[src/hdl/cpba_pkg.sv]
package cpba_pkg;

  localparam int unsigned ADDR_W    = 32;
  localparam int unsigned REQ_W     = 23;
  localparam int unsigned MAP_BITS  = 32;
  localparam int unsigned CHUNK_W   = 8;

  localparam logic       ACT_ALLOC   = 1'b0;
  localparam logic       ACT_FREE    = 1'b1;

  localparam logic [1:0] ST_DONE     = 2'd0;
  localparam logic [1:0] ST_NO_SPACE = 2'd1;
  localparam logic [1:0] ST_BAD      = 2'd2;

  typedef struct packed {
    logic              action;
    logic [REQ_W-1:0]  request_bytes;
    logic [ADDR_W-1:0] run_first_addr;
    logic [ADDR_W-1:0] run_last_addr;
  } in_word_t;

  typedef struct packed {
    logic [1:0]        status;
    logic [ADDR_W-1:0] first_page_addr;
    logic [ADDR_W-1:0] last_page_addr;
  } out_word_t;

  typedef enum logic [2:0] {
    S_CLEAR,
    S_IDLE,
    S_CHECK,
    S_SCAN,
    S_UPD_RD,
    S_UPD_WR,
    S_DONE
  } state_e;

endpackage

[src/hdl/cpba_ram.sv]
module cpba_ram #(
  parameter int unsigned WIDTH = 32,
  parameter int unsigned DEPTH = 32
) (
  input  logic                                    clk_i,
  input  logic                                    we_i,
  input  logic [(DEPTH > 1 ? $clog2(DEPTH) : 1)-1:0] waddr_i,
  input  logic [WIDTH-1:0]                        wdata_i,
  input  logic                                    re_i,
  input  logic [(DEPTH > 1 ? $clog2(DEPTH) : 1)-1:0] raddr_i,
  output logic [WIDTH-1:0]                        rdata_o
);

  logic [WIDTH-1:0] mem_q [DEPTH];
  logic [WIDTH-1:0] rdata_q;

  always_ff @(posedge clk_i) begin
    if (we_i) begin
      mem_q[waddr_i] <= wdata_i;
    end
    if (re_i) begin
      rdata_q <= mem_q[raddr_i];
    end
  end

  assign rdata_o = rdata_q;

endmodule

[src/hdl/contiguous_page_bitmap_allocator.sv]
// channel | direction | handshake                | word
// in      | input     | in_valid_i / in_stall_o   | in_word_t
// out     | output    | out_valid_o / out_stall_i | out_word_t
// cfg     | input     | cfg_valid_i / cfg_ready_o | region_base, 32 bits
//
// allocate: a setup step (S_CHECK), then the scan step reads each bitmap word chunk
//   by chunk (8 pages a cycle), then S_UPD_RD, S_UPD_WR per word marked, S_DONE to result
// free: S_CHECK, S_UPD_RD, S_UPD_WR per word cleared, S_DONE; bad requests: S_CHECK, S_DONE
// reset: a clearing pass writes zero to all (NUM_PAGES+31)/32 bitmap words,
//   one a cycle, while in_stall_o stays high; cfg writes are taken at any time
// one request at a time; a held result in the output register stalls only the
//   finish of the next request, not its acceptance
module contiguous_page_bitmap_allocator
  import cpba_pkg::*;
#(
  parameter int unsigned PAGE_BYTES = 4096,
  parameter int unsigned NUM_PAGES  = 1024
) (
  input  logic              clk_i,
  input  logic              rst_ni,
  input  logic              in_valid_i,
  output logic              in_stall_o,
  input  in_word_t          in_word_i,
  output logic              out_valid_o,
  input  logic              out_stall_i,
  output out_word_t         out_word_o,
  input  logic              cfg_valid_i,
  output logic              cfg_ready_o,
  input  logic [ADDR_W-1:0] cfg_data_i
);

  localparam int unsigned PAGE_SHIFT = $clog2(PAGE_BYTES);
  localparam int unsigned MAP_WORDS  = (NUM_PAGES + 31) / 32;
  localparam int unsigned WORD_W     = MAP_WORDS > 1 ? $clog2(MAP_WORDS) : 1;
  localparam int unsigned PIDX_W     = WORD_W + 5;
  localparam int unsigned PCNT_W     = $clog2(NUM_PAGES + 1);
  localparam logic [32:0] REGION_BYTES = 33'(NUM_PAGES) << PAGE_SHIFT;
  localparam logic [WORD_W-1:0] LAST_WORD = WORD_W'(MAP_WORDS - 1);

  state_e              state_q, state_d;
  logic [WORD_W-1:0]   word_q, word_d;
  logic [1:0]          chunk_q, chunk_d;
  logic [PCNT_W-1:0]   run_q, run_d;
  logic [PCNT_W-1:0]   need_q, need_d;
  logic [PIDX_W-1:0]   lo_q, lo_d;
  logic [PIDX_W-1:0]   hi_q, hi_d;
  logic                set_q, set_d;
  logic [1:0]          status_q, status_d;
  logic [ADDR_W-1:0]   base_q;
  logic                out_valid_q;
  out_word_t           out_word_q, out_word_d;
  in_word_t            req_q;

  logic                ram_we, ram_re;
  logic [WORD_W-1:0]   ram_waddr, ram_raddr;
  logic [MAP_BITS-1:0] ram_wdata, ram_rdata;

  logic                in_accept, out_free, out_load;

  // scan step
  logic [CHUNK_W-1:0]  chunk_bits;
  logic [PCNT_W-1:0]   run_v;
  logic                hit, stop, no_space;
  logic [2:0]          hit_j;
  logic [PIDX_W-1:0]   end_page;
  logic [31:0]         start_page;

  // request checks
  logic [23:0]         need_sum, need_full;
  logic                alloc_bad;
  logic [ADDR_W-1:0]   off_f, off_l, idx_f, idx_l;
  logic                free_bad;

  // range update
  logic [WORD_W-1:0]   lo_word, hi_word;
  logic [4:0]          lo_bit, hi_bit;
  logic [MAP_BITS-1:0] upd_mask;

  cpba_ram #(
    .WIDTH(MAP_BITS),
    .DEPTH(MAP_WORDS)
  ) u_map_ram (
    .clk_i  (clk_i),
    .we_i   (ram_we),
    .waddr_i(ram_waddr),
    .wdata_i(ram_wdata),
    .re_i   (ram_re),
    .raddr_i(ram_raddr),
    .rdata_o(ram_rdata)
  );

  assign in_stall_o  = (state_q != S_IDLE);
  assign in_accept   = in_valid_i && !in_stall_o;
  assign cfg_ready_o = 1'b1;
  assign out_valid_o = out_valid_q;
  assign out_word_o  = out_word_q;
  assign out_free    = !out_valid_q || !out_stall_i;
  assign out_load    = (state_q == S_DONE) && out_free;

  assign chunk_bits = ram_rdata[{chunk_q, 3'b000} +: CHUNK_W];

  always_comb begin
    logic [PIDX_W-1:0] pidx;
    run_v = run_q;
    hit   = 1'b0;
    stop  = 1'b0;
    hit_j = '0;
    pidx  = '0;
    for (int j = 0; j < CHUNK_W; j++) begin
      pidx = {word_q, chunk_q, 3'(j)};
      if (!hit && !stop) begin
        if (32'(pidx) >= 32'(NUM_PAGES)) begin
          stop = 1'b1;
        end else if (chunk_bits[j]) begin
          run_v = '0;
        end else begin
          run_v = run_v + 1'b1;
          if (run_v == need_q) begin
            hit   = 1'b1;
            hit_j = 3'(j);
          end
        end
      end
    end
  end

  assign no_space   = !hit && (stop || ((chunk_q == 2'd3) && (word_q == LAST_WORD)));
  assign end_page   = {word_q, chunk_q, hit_j};
  assign start_page = 32'(end_page) - 32'(need_q) + 32'd1;

  assign need_sum  = {1'b0, req_q.request_bytes} + 24'(PAGE_BYTES - 1);
  assign need_full = need_sum >> PAGE_SHIFT;
  assign alloc_bad = (req_q.request_bytes == '0) ||
                     (33'(req_q.request_bytes) > REGION_BYTES);

  assign off_f    = req_q.run_first_addr - base_q;
  assign off_l    = req_q.run_last_addr - base_q;
  assign idx_f    = off_f >> PAGE_SHIFT;
  assign idx_l    = off_l >> PAGE_SHIFT;
  assign free_bad = (off_f[PAGE_SHIFT-1:0] != '0) || (off_l[PAGE_SHIFT-1:0] != '0) ||
                    (idx_f >= 32'(NUM_PAGES)) || (idx_l >= 32'(NUM_PAGES)) ||
                    (idx_f > idx_l);

  assign lo_word  = lo_q[PIDX_W-1:5];
  assign hi_word  = hi_q[PIDX_W-1:5];
  assign lo_bit   = (word_q == lo_word) ? lo_q[4:0] : 5'd0;
  assign hi_bit   = (word_q == hi_word) ? hi_q[4:0] : 5'd31;
  assign upd_mask = ({MAP_BITS{1'b1}} << lo_bit) & ({MAP_BITS{1'b1}} >> (5'd31 - hi_bit));

  always_comb begin
    state_d = state_q;
    unique case (state_q)
      S_CLEAR:  if (word_q == LAST_WORD) state_d = S_IDLE;
      S_IDLE:   if (in_accept) state_d = S_CHECK;
      S_CHECK: begin
        if (req_q.action == ACT_ALLOC) begin
          state_d = alloc_bad ? S_DONE : S_SCAN;
        end else begin
          state_d = free_bad ? S_DONE : S_UPD_RD;
        end
      end
      S_SCAN: begin
        if (hit) begin
          state_d = S_UPD_RD;
        end else if (no_space) begin
          state_d = S_DONE;
        end
      end
      S_UPD_RD: state_d = S_UPD_WR;
      S_UPD_WR: if (word_q == hi_word) state_d = S_DONE;
      S_DONE:   if (out_free) state_d = S_IDLE;
      default:  state_d = S_IDLE;
    endcase
  end

  always_comb begin
    word_d     = word_q;
    chunk_d    = chunk_q;
    run_d      = run_q;
    need_d     = need_q;
    lo_d       = lo_q;
    hi_d       = hi_q;
    set_d      = set_q;
    status_d   = status_q;
    ram_we     = 1'b0;
    ram_re     = 1'b0;
    ram_waddr  = word_q;
    ram_raddr  = word_q;
    ram_wdata  = '0;
    out_word_d = out_word_q;
    unique case (state_q)
      S_CLEAR: begin
        ram_we = 1'b1;
        if (word_q != LAST_WORD) begin
          word_d = word_q + 1'b1;
        end
      end
      S_IDLE: begin
      end
      S_CHECK: begin
        if (req_q.action == ACT_ALLOC) begin
          if (alloc_bad) begin
            status_d = ST_BAD;
          end else begin
            need_d    = need_full[PCNT_W-1:0];
            word_d    = '0;
            chunk_d   = '0;
            run_d     = '0;
            ram_re    = 1'b1;
            ram_raddr = '0;
          end
        end else begin
          if (free_bad) begin
            status_d = ST_BAD;
          end else begin
            status_d = ST_DONE;
            lo_d     = idx_f[PIDX_W-1:0];
            hi_d     = idx_l[PIDX_W-1:0];
            set_d    = 1'b0;
          end
        end
      end
      S_SCAN: begin
        if (hit) begin
          status_d = ST_DONE;
          lo_d     = start_page[PIDX_W-1:0];
          hi_d     = end_page;
          set_d    = 1'b1;
        end else if (no_space) begin
          status_d = ST_NO_SPACE;
        end else if (chunk_q == 2'd3) begin
          run_d     = run_v;
          chunk_d   = '0;
          word_d    = word_q + 1'b1;
          ram_re    = 1'b1;
          ram_raddr = word_q + 1'b1;
        end else begin
          run_d   = run_v;
          chunk_d = chunk_q + 1'b1;
        end
      end
      S_UPD_RD: begin
        ram_re    = 1'b1;
        ram_raddr = lo_word;
        word_d    = lo_word;
      end
      S_UPD_WR: begin
        ram_we    = 1'b1;
        ram_wdata = set_q ? (ram_rdata | upd_mask) : (ram_rdata & ~upd_mask);
        if (word_q != hi_word) begin
          ram_re    = 1'b1;
          ram_raddr = word_q + 1'b1;
          word_d    = word_q + 1'b1;
        end
      end
      S_DONE: begin
        out_word_d.status = status_q;
        if ((status_q == ST_DONE) && (req_q.action == ACT_ALLOC)) begin
          out_word_d.first_page_addr = base_q + (ADDR_W'(lo_q) << PAGE_SHIFT);
          out_word_d.last_page_addr  = base_q + (ADDR_W'(hi_q) << PAGE_SHIFT);
        end else begin
          out_word_d.first_page_addr = '0;
          out_word_d.last_page_addr  = '0;
        end
      end
      default: begin
      end
    endcase
  end

  always_ff @(posedge clk_i or negedge rst_ni) begin
    if (!rst_ni) begin
      state_q     <= S_CLEAR;
      word_q      <= '0;
      chunk_q     <= '0;
      run_q       <= '0;
      need_q      <= '0;
      lo_q        <= '0;
      hi_q        <= '0;
      set_q       <= 1'b0;
      status_q    <= ST_DONE;
      base_q      <= '0;
      out_valid_q <= 1'b0;
    end else begin
      state_q  <= state_d;
      word_q   <= word_d;
      chunk_q  <= chunk_d;
      run_q    <= run_d;
      need_q   <= need_d;
      lo_q     <= lo_d;
      hi_q     <= hi_d;
      set_q    <= set_d;
      status_q <= status_d;
      if (cfg_valid_i && cfg_ready_o) begin
        base_q <= cfg_data_i;
      end
      if (out_load) begin
        out_valid_q <= 1'b1;
      end else if (!out_stall_i) begin
        out_valid_q <= 1'b0;
      end
    end
  end

  always_ff @(posedge clk_i) begin
    if (in_accept) begin
      req_q <= in_word_i;
    end
    if (out_load) begin
      out_word_q <= out_word_d;
    end
  end

  a_no_same_word_rw: assert property (@(posedge clk_i) disable iff (!rst_ni)
    (ram_we && ram_re) |-> (ram_waddr != ram_raddr))
    else $error("bitmap read and write hit the same word");

  a_run_bound: assert property (@(posedge clk_i) disable iff (!rst_ni)
    (state_q == S_SCAN) |-> (run_q < need_q))
    else $error("free run count passed the requested length");

  a_range_order: assert property (@(posedge clk_i) disable iff (!rst_ni)
    ((state_q == S_UPD_RD) || (state_q == S_UPD_WR)) |-> (lo_q <= hi_q))
    else $error("page range update with first page above last");

  a_result_loaded: assert property (@(posedge clk_i) disable iff (!rst_ni)
    ((state_q == S_DONE) && !out_valid_q) |=> (out_valid_q && (state_q == S_IDLE)))
    else $error("finished request did not reach the output register");

endmodule
[config.mk]
export PLATFORM = sky130hd
export DESIGN_NAME = contiguous_page_bitmap_allocator
export DESIGN_NICKNAME = d
export VERILOG_FILES = /design/src/hdl/cpba_pkg.sv /design/src/hdl/cpba_ram.sv /design/src/hdl/contiguous_page_bitmap_allocator.sv
export SDC_FILE = /design/constraint.sdc
export NUM_CORES = 2
export LEC_CHECK = 0
export ABC_AREA = 1
export ABC_CLOCK_PERIOD_IN_PS = 10800
export BUFFER_PORTS_ARGS = -buffer_cell sky130_fd_sc_hd__buf_2
export CORE_ASPECT_RATIO = 1.1
export CORE_MARGIN = 1.5
export CORE_UTILIZATION = 50
export DETAILED_ROUTE_END_ITERATION = 7
export HOLD_SLACK_MARGIN = 0.02
export PLACE_DENSITY = 0.68
export SYNTH_ARGS = -nofsm -noshare
export SYNTH_HDL_FRONTEND = slang
export SYNTH_SLANG_ARGS = --single-unit
[constraint.sdc]
create_clock -name clk_i -period 10.8 [get_ports clk_i]
set_input_delay 1.08 -clock clk_i [delete_from_list [all_inputs] [get_ports clk_i]]
set_output_delay 1.08 -clock clk_i [all_outputs]
set_load 0.005 [all_outputs]
# ---- Word-level counts from Yosys, hierarchy flattened
# Memories as Yosys holds them, arrays and structs flattened. A register that Yosys moved wholly into a read port is not among the register bits.
# Index checks and enable logic that the tools add are counted.
dict set report classes {
  n_addsub 18
  order_cmp 4
  n_mux 123
  bitwise_logic 6
  n_eq_ne 36
  reduce_logical 30
  shifts 3
  n_div 0
  mul 0
}
# op n
set op_table {}
lappend op_table {{2-to-1 mux 11 bit} 19}
lappend op_table {{adder 11 x 1 -> 11 bit (second input constant)} 8}
lappend op_table {{== test 11 bit} 8}
lappend op_table {{2-to-1 mux 3 bit} 28}
lappend op_table {{adder 32 x 22 -> 32 bit} 2}
lappend op_table {{bitwise AND 32 bit} 2}
lappend op_table {{2-to-1 mux 32 bit} 2}
lappend op_table {{subtractor 32 bit} 2}
lappend op_table {{2-to-1 mux 10 bit} 6}
lappend op_table {{2-to-1 mux 5 bit} 9}
lappend op_table {{>= comparator 20 x 11 -> 1 bit (second input constant)} 2}
lappend op_table {{one-hot mux 10 bit (2 select lines)} 2}
lappend op_table {{2-to-1 mux 1 bit} 38}
lappend op_table {{inverter 32 bit} 1}
lappend op_table {{bitwise OR 32 bit} 1}
lappend op_table {{variable part select 32 x 6 -> 8 bit} 1}
lappend op_table {{<< shifter 32 x 5 -> 32 bit (first input constant)} 1}
lappend op_table {{>> shifter 32 x 5 -> 32 bit (first input constant)} 1}
lappend op_table {{one-hot mux 5 bit (5 select lines)} 1}
lappend op_table {{!= test 2 bit (second input constant)} 12}
lappend op_table {{nonzero test 12 bit} 2}
lappend op_table {{adder 23 x 12 -> 23 bit (second input constant)} 1}
lappend op_table {{> comparator 23 bit (second input constant)} 1}
lappend op_table {{logical NOT 23 bit} 1}
lappend op_table {{other kinds (37)} 69}
dict set report totals {
  ramBits 1024
  latch_bits 0
  elab_cells 239
  reg_bits 242
  mem_bits_ro 0
  n_memories 1
  out_inout_bits 69
}
# memory words word_bits read_ports rd_ports_with_merged_regs write_ports line
set memory_table {}
lappend memory_table {u_map_ram.mem_q 32 32 1 1 1 cpba_ram.sv:14} ;# logic [WIDTH-1:0] mem_q [DEPTH];

# ---- Longest topological paths before layout
dict set report logic_depth {
  depth_word 30
  depth_mapped 88
  ltp_nobuf 82
}

# ---- Hierarchy
# Synthesis repeated with hierarchy kept, for this count alone.
dict set report hier_totals {
  hier_cells 6482
  area_unflattened_um2 63251.9
}
# mod instances cells_per_inst area_each_um2
set by_module_without_submodules {}
lappend by_module_without_submodules {cpba_ram 1 3536 42726.0}
lappend by_module_without_submodules {contiguous_page_bitmap_allocator 1 2946 20525.9}

# ---- Worst setup path before layout
# No wires, ideal clock.
dict set report synth_path {
  kind {register -> register}
  from {reg chunk_q[0]}
  to {reg lo_q[9]}
  arrival_time_ps 9060
  required_ps 10667
  slack_ps 1607
  setup_ps 133
  path_stages_with_launch 84
  path_cell_list {dfrtp_1 > buf_4 > inv_4 > nand2_1 > nand3_1 > nand2_1 > buf_4 > nand2_1 > inv_1 > ha_1 > xnor2_1 > nand4_1 > nor2_1 > nand2_1 > nor2_1 > nand4_1 > nor2_1 > nand2_2 > [... 48 more ...] > ha_1 > inv_1 > ha_1 > fa_1 > inv_1 > o31ai_1 > inv_1 > nor2_1 > nor2_1 > nor2_1 > nor2_1 > nor2_1 > nor2_1 > nor2_1 > nor2_1 > xor2_1 > mux2i_1 > o21ai_0}
}
dict set report synth_via {
  elab_chain_cells 29
  elab_cells_between_ends 77
}
# element line
set synth_lines {}
lappend synth_lines {{from (decl)} contiguous_page_bitmap_allocator.sv:42} ;# logic [1:0] chunk_q, chunk_d;
lappend synth_lines {{from (signal assigned)} contiguous_page_bitmap_allocator.sv:287} ;# chunk_q <= chunk_d;
lappend synth_lines {{variable part select 32 x 6 -> 8 bit} contiguous_page_bitmap_allocator.sv:100} ;# assign chunk_bits = ram_rdata[{chunk_q, 3'b000} +: CHUNK_W];
lappend synth_lines {{2-to-1 mux 11 bit} contiguous_page_bitmap_allocator.sv:114} ;# end else if (chunk_bits[j]) begin
lappend synth_lines {{adder 11 x 1 -> 11 bit} contiguous_page_bitmap_allocator.sv:117} ;# run_v = run_v + 1'b1;
lappend synth_lines {{2-to-1 mux 11 bit / == test 11 bit (equally long branches)} {contiguous_page_bitmap_allocator.sv:114, contiguous_page_bitmap_allocator.sv:118}}
lappend synth_lines {{2-to-1 mux 11 bit / 2-to-1 mux 1 bit (equally long branches)} {contiguous_page_bitmap_allocator.sv:111, contiguous_page_bitmap_allocator.sv:118}}
lappend synth_lines {{adder 11 x 1 -> 11 bit (tied with other cells)} contiguous_page_bitmap_allocator.sv:117}
lappend synth_lines {{2-to-1 mux 11 bit (tied with other cells)} contiguous_page_bitmap_allocator.sv:114}
lappend synth_lines {{2-to-1 mux 11 bit (tied with other cells)} contiguous_page_bitmap_allocator.sv:111} ;# if (!hit && !stop) begin
lappend synth_lines {{[... 13 more ...]} -}
lappend synth_lines {{== test 11 bit / 2-to-1 mux 3 bit (equally long branches)} {contiguous_page_bitmap_allocator.sv:118, contiguous_page_bitmap_allocator.sv:111}}
lappend synth_lines {{2-to-1 mux 3 bit} contiguous_page_bitmap_allocator.sv:118} ;# if (run_v == need_q) begin
lappend synth_lines {{2-to-1 mux 3 bit} contiguous_page_bitmap_allocator.sv:114}
lappend synth_lines {{2-to-1 mux 3 bit} contiguous_page_bitmap_allocator.sv:111}
lappend synth_lines {{subtractor 10 bit} contiguous_page_bitmap_allocator.sv:129} ;# assign start_page = 32'(end_page) - 32'(need_q) + 32'd1;
lappend synth_lines {{adder 10 x 2 -> 10 bit} contiguous_page_bitmap_allocator.sv:129}
lappend synth_lines {{2-to-1 mux 10 bit} contiguous_page_bitmap_allocator.sv:224} ;# if (hit) begin
lappend synth_lines {{one-hot mux 10 bit (2 select lines)} contiguous_page_bitmap_allocator.sv:191} ;# unique case (state_q)
lappend synth_lines {{to (signal assigned)} contiguous_page_bitmap_allocator.sv:290} ;# lo_q <= lo_d;
lappend synth_lines {{to (decl)} contiguous_page_bitmap_allocator.sv:45} ;# logic [PIDX_W-1:0] lo_q, lo_d;
# Parallel ways exist; a longest one is shown, timed or not. The select of a mux whose other input is x is not followed.
# A chain may end at the register's enable or synchronous reset.

# ---- Final worst setup path
dict set report layout_path {
  from {reg chunk_q[0]}
  to {reg u_map_ram.rdata_q[24], in the netlist u_map_ram.rdata_o[24] (read register of u_map_ram.mem_q), data pin}
}
dict set report layout_via {
  elab_chain_cells 30
  elab_cells_between_ends 62
}
# element line
set layout_lines {}
lappend layout_lines {{variable part select 32 x 6 -> 8 bit} contiguous_page_bitmap_allocator.sv:100}
lappend layout_lines {{2-to-1 mux 11 bit} contiguous_page_bitmap_allocator.sv:114}
lappend layout_lines {{adder 11 x 1 -> 11 bit} contiguous_page_bitmap_allocator.sv:117}
lappend layout_lines {{2-to-1 mux 11 bit / == test 11 bit (equally long branches)} {contiguous_page_bitmap_allocator.sv:114, contiguous_page_bitmap_allocator.sv:118}}
lappend layout_lines {{2-to-1 mux 11 bit / 2-to-1 mux 1 bit (equally long branches)} {contiguous_page_bitmap_allocator.sv:111, contiguous_page_bitmap_allocator.sv:118}}
lappend layout_lines {{adder 11 x 1 -> 11 bit / 2-to-1 mux 1 bit (equally long branches)} {contiguous_page_bitmap_allocator.sv:117, contiguous_page_bitmap_allocator.sv:114}}
lappend layout_lines {{2-to-1 mux 11 bit (tied with other cells)} contiguous_page_bitmap_allocator.sv:114}
lappend layout_lines {{2-to-1 mux 11 bit / 2-to-1 mux 1 bit (equally long branches)} {contiguous_page_bitmap_allocator.sv:111, contiguous_page_bitmap_allocator.sv:118}}
lappend layout_lines {{[... 13 more ...]} -}
lappend layout_lines {{== test 11 bit} contiguous_page_bitmap_allocator.sv:118}
lappend layout_lines {{2-to-1 mux 1 bit} contiguous_page_bitmap_allocator.sv:118}
lappend layout_lines {{2-to-1 mux 1 bit} contiguous_page_bitmap_allocator.sv:114}
lappend layout_lines {{2-to-1 mux 1 bit} contiguous_page_bitmap_allocator.sv:111}
lappend layout_lines {{logical NOT 1 bit} contiguous_page_bitmap_allocator.sv:127} ;# assign no_space = !hit && (stop || ((chunk_q == 2'd3) && (word_q == LAST_WORD)));
lappend layout_lines {{logical AND 1 bit} contiguous_page_bitmap_allocator.sv:127}
lappend layout_lines {{2-to-1 mux 5 bit / 2-to-1 mux 1 bit (equally long branches) (2 in series)} -}
lappend layout_lines {{one-hot mux 5 bit (4 select lines) / one-hot mux 1 bit (4 select lines) (equally long branches)} contiguous_page_bitmap_allocator.sv:191}
lappend layout_lines {{to (decl)} cpba_ram.sv:15} ;# logic [WIDTH-1:0] rdata_q;
# Parallel ways exist; a longest one is shown, timed or not.

==> reports/results.tsv <==
metric	value	unit
synth_ff_type	edfxtp_1	
postPlaceCellArea	71100	sq um
status	finished clean	
cp_slowest_stage_delay	0.46	ns
syn_nets	7694	
core	134000	sq um
synth_edf_count	1198	
path_max_fanout	100	
groute.usage.overall	30.1	%
slowest_stage	buf_12	
hp-class	input pin to async pin	
p_per_area	135	nW/um^2
cts_buffers	137	
cts.clk_slew.worst_paths	0.06	ns
rows	141	
htree_levels	4	
period_needed	9.97	ns
path_class	flip-flop to flip-flop	
die_area	138000	sq um
critPathRequiredTime	11.32	ns
cp.arrival	10.50	ns
grt_pass1_wl	315000	um
synth_top_area_share	53.2	%
yosysUniqueCellTypes	61	
dp_cells	9187	
wl_per_cell	22.3	um
die_width	354	um
ys_async_sr_fraction	6.84	%
path_buf_inv	3	
worstSetupStartpointType	flip-flop	
drt-initial-drc-count	6437	
overflow	0	
cts_root_buf	clkbuf_16	
ys_top_cells_by_area	edfxtp_1 53%, nand3_1 8.7%, nand2_1 8.1%	
fin_crit_sh	92.3	%
cp-end-kind	flip-flop	
cts_hold_buffers	0	
io_pins	194	
p_leak	33.9	nW
grt_pass1_vias	51700	
skew	0.0372	ns
num_vias	54700	
hpwl	123000	um
port_buffers	192	
setup_tns	0	ns
yosys.area.top_type	edfxtp_1	
synth_cells	7433	
syn-cell-area	67700	sq um
maxCapViolations	0	
ys_warn_count	0	
yosys-top-cells-count	1462 x nand2_1, 1317 x inv_1, 1198 x edfxtp_1, 1182 x nand3_1, 529 x nand4_1	
die_h	389	um
clockBufferDepth	3	
worst_slew_pin_slew	1.33	ns
grt_max_degree	171	
rsz0062_at_grt	false	
area_growth	11.5	%
crit_top_cell	nand2_1	
total_power	10.2	mW
synth_area_per_cell	9.10	sq um
antenna_left	0	
fin_cells	9437	
antenna_found_initial	8	
synth.most_common_cell	nand2_1	
synth-seq-cells	1286	
peakVddDrop	159	uV
clock_latency	0.79	ns
slew_violations	0	
place_congestion	0.945	
drc	0	
maxSlewHeadroom	11.3	%
crit_family	simple AND/OR/NAND/NOR gates	
wl	211000	um
start_util	50.4	%
cts_tree	done	
firstDrtPassIters	8	
max_freq	0.100	GHz
fillers	11700	
drive_above_1_share	10.2	%
via_per_inst	5.80	
fin_area	75500	sq um
nets	7806	
ys_seq_area_share	56.4	%
final-setup-viol-count	0	
hold_ws	0.267	ns
clock-sinks	1286	
hold_viol_final	0	
-- repair_timing --
item | CTS | global route
gates resized for setup | 0 | 37
buffers inserted | 0 | 6
endpoints found under the setup margin | 0 | 39
-- final cells by class --
class,instances,area [sq um],area share (%)
multi-input combinational,4390,23000,30.5
clock inverter,75,647,0.857
antenna,2,5.00,0.00663
inverter,1352,5090,6.74
timing repair buffer,378,2730,3.61
sequential,1286,38200,50.6
clock buffer,167,3590,4.76
tap,1787,2240,2.96
-- layer usage --
| layer | track usage (%) | wire length, um | up-vias |
|---|---|---|---|
| li1 | - | - | 25300 |
| met1 | 39.5 | 82000 | 26000 |
| met2 | 48.8 | 98700 | 2835 |
| met3 | 5.13 | 19500 | 536 |
| met4 | 14.1 | 10400 | 8 |
| met5 | 0 | 52 | - |
-- final timing paths --
kind                         startpoint  cells past startpoint  slack [ns]                    end
min in group clk_i         in_word_i[4]                      1        0.47               req_q[4]
min reg2reg                 status_q[0]                      0        0.53         out_word_o[64]
min                              rst_ni                      1        0.27             need_q[10]
max in group asynchronous        rst_ni                      2        9.27             chunk_q[0]
max reg2reg                  chunk_q[0]                     68        0.83  u_map_ram.rdata_o[24]
max                          chunk_q[0]                     68        0.83  u_map_ram.rdata_o[24]
-- layout by cell type, fill, tap and decap left out, drive strengths merged, types with 36 or more instances in the layout --
| master | n |
|---|---|
| nand2 | 1499 |
| inv | 1343 |
| edfxtp | 1198 |
| nand3 | 1191 |
| nand4 | 532 |
| buf | 378 |
| nor2 | 371 |
| o21ai | 254 |
| clkbuf | 167 |
| a21oi | 160 |
| ha | 133 |
| dfrtp | 88 |
| clkinv | 74 |
| xor2 | 54 |
| xnor2 | 36 |
-- metrics by stage --
stage | utilization (%) | setup WS, ns
floorplan | - | 1.61
global placement | 52.9 | 0.654
detailed placement | 52.9 | 0.529
CTS | 56.1 | 0.462
global route | 56.2 | 0.0102
finish | 56.2 | 0.830
-- kinds of logic after synthesis --
kind of cell / after synthesis / synth area share [%]
AO/OA/AOI/OAI: 513 / 4.25
XOR/XNOR: 90 / 1.16
adder cells (fa/ha/maj): 136 / 2.55
buffers and inverters: 1757 / 10.5
flip-flops: 1286 / 56.4
multiplexers: 8 / 0.128
other: 1 / 0.00554
AND/OR/NAND/NOR: 3642 / 25.0
-- power breakdown --
part	total, mW	leakage [nW]	internal (mW)	switching, mW
Sequential	5.39	9.65	5.38	0.00856
Clock	4.52	2.05	2.52	1.99
Combinational	0.280	22.2	0.108	0.172
Total	10.2	33.9	8.02	2.17
-- flip-flops by register name, indices dropped and copies added, names as in the netlist --
signal	cells
set_q	1
base_q	32
status_q	2
ram_waddr	5
state_q	3
u_map_ram.mem_q	1024
need_q	11
lo_q	10
run_q	11
out_word_o	54
chunk_q	2
out_valid_o	1
req_q	88
hi_q	10
u_map_ram.rdata_o	32
Note: power is estimated with default switching activity, not from simulation.
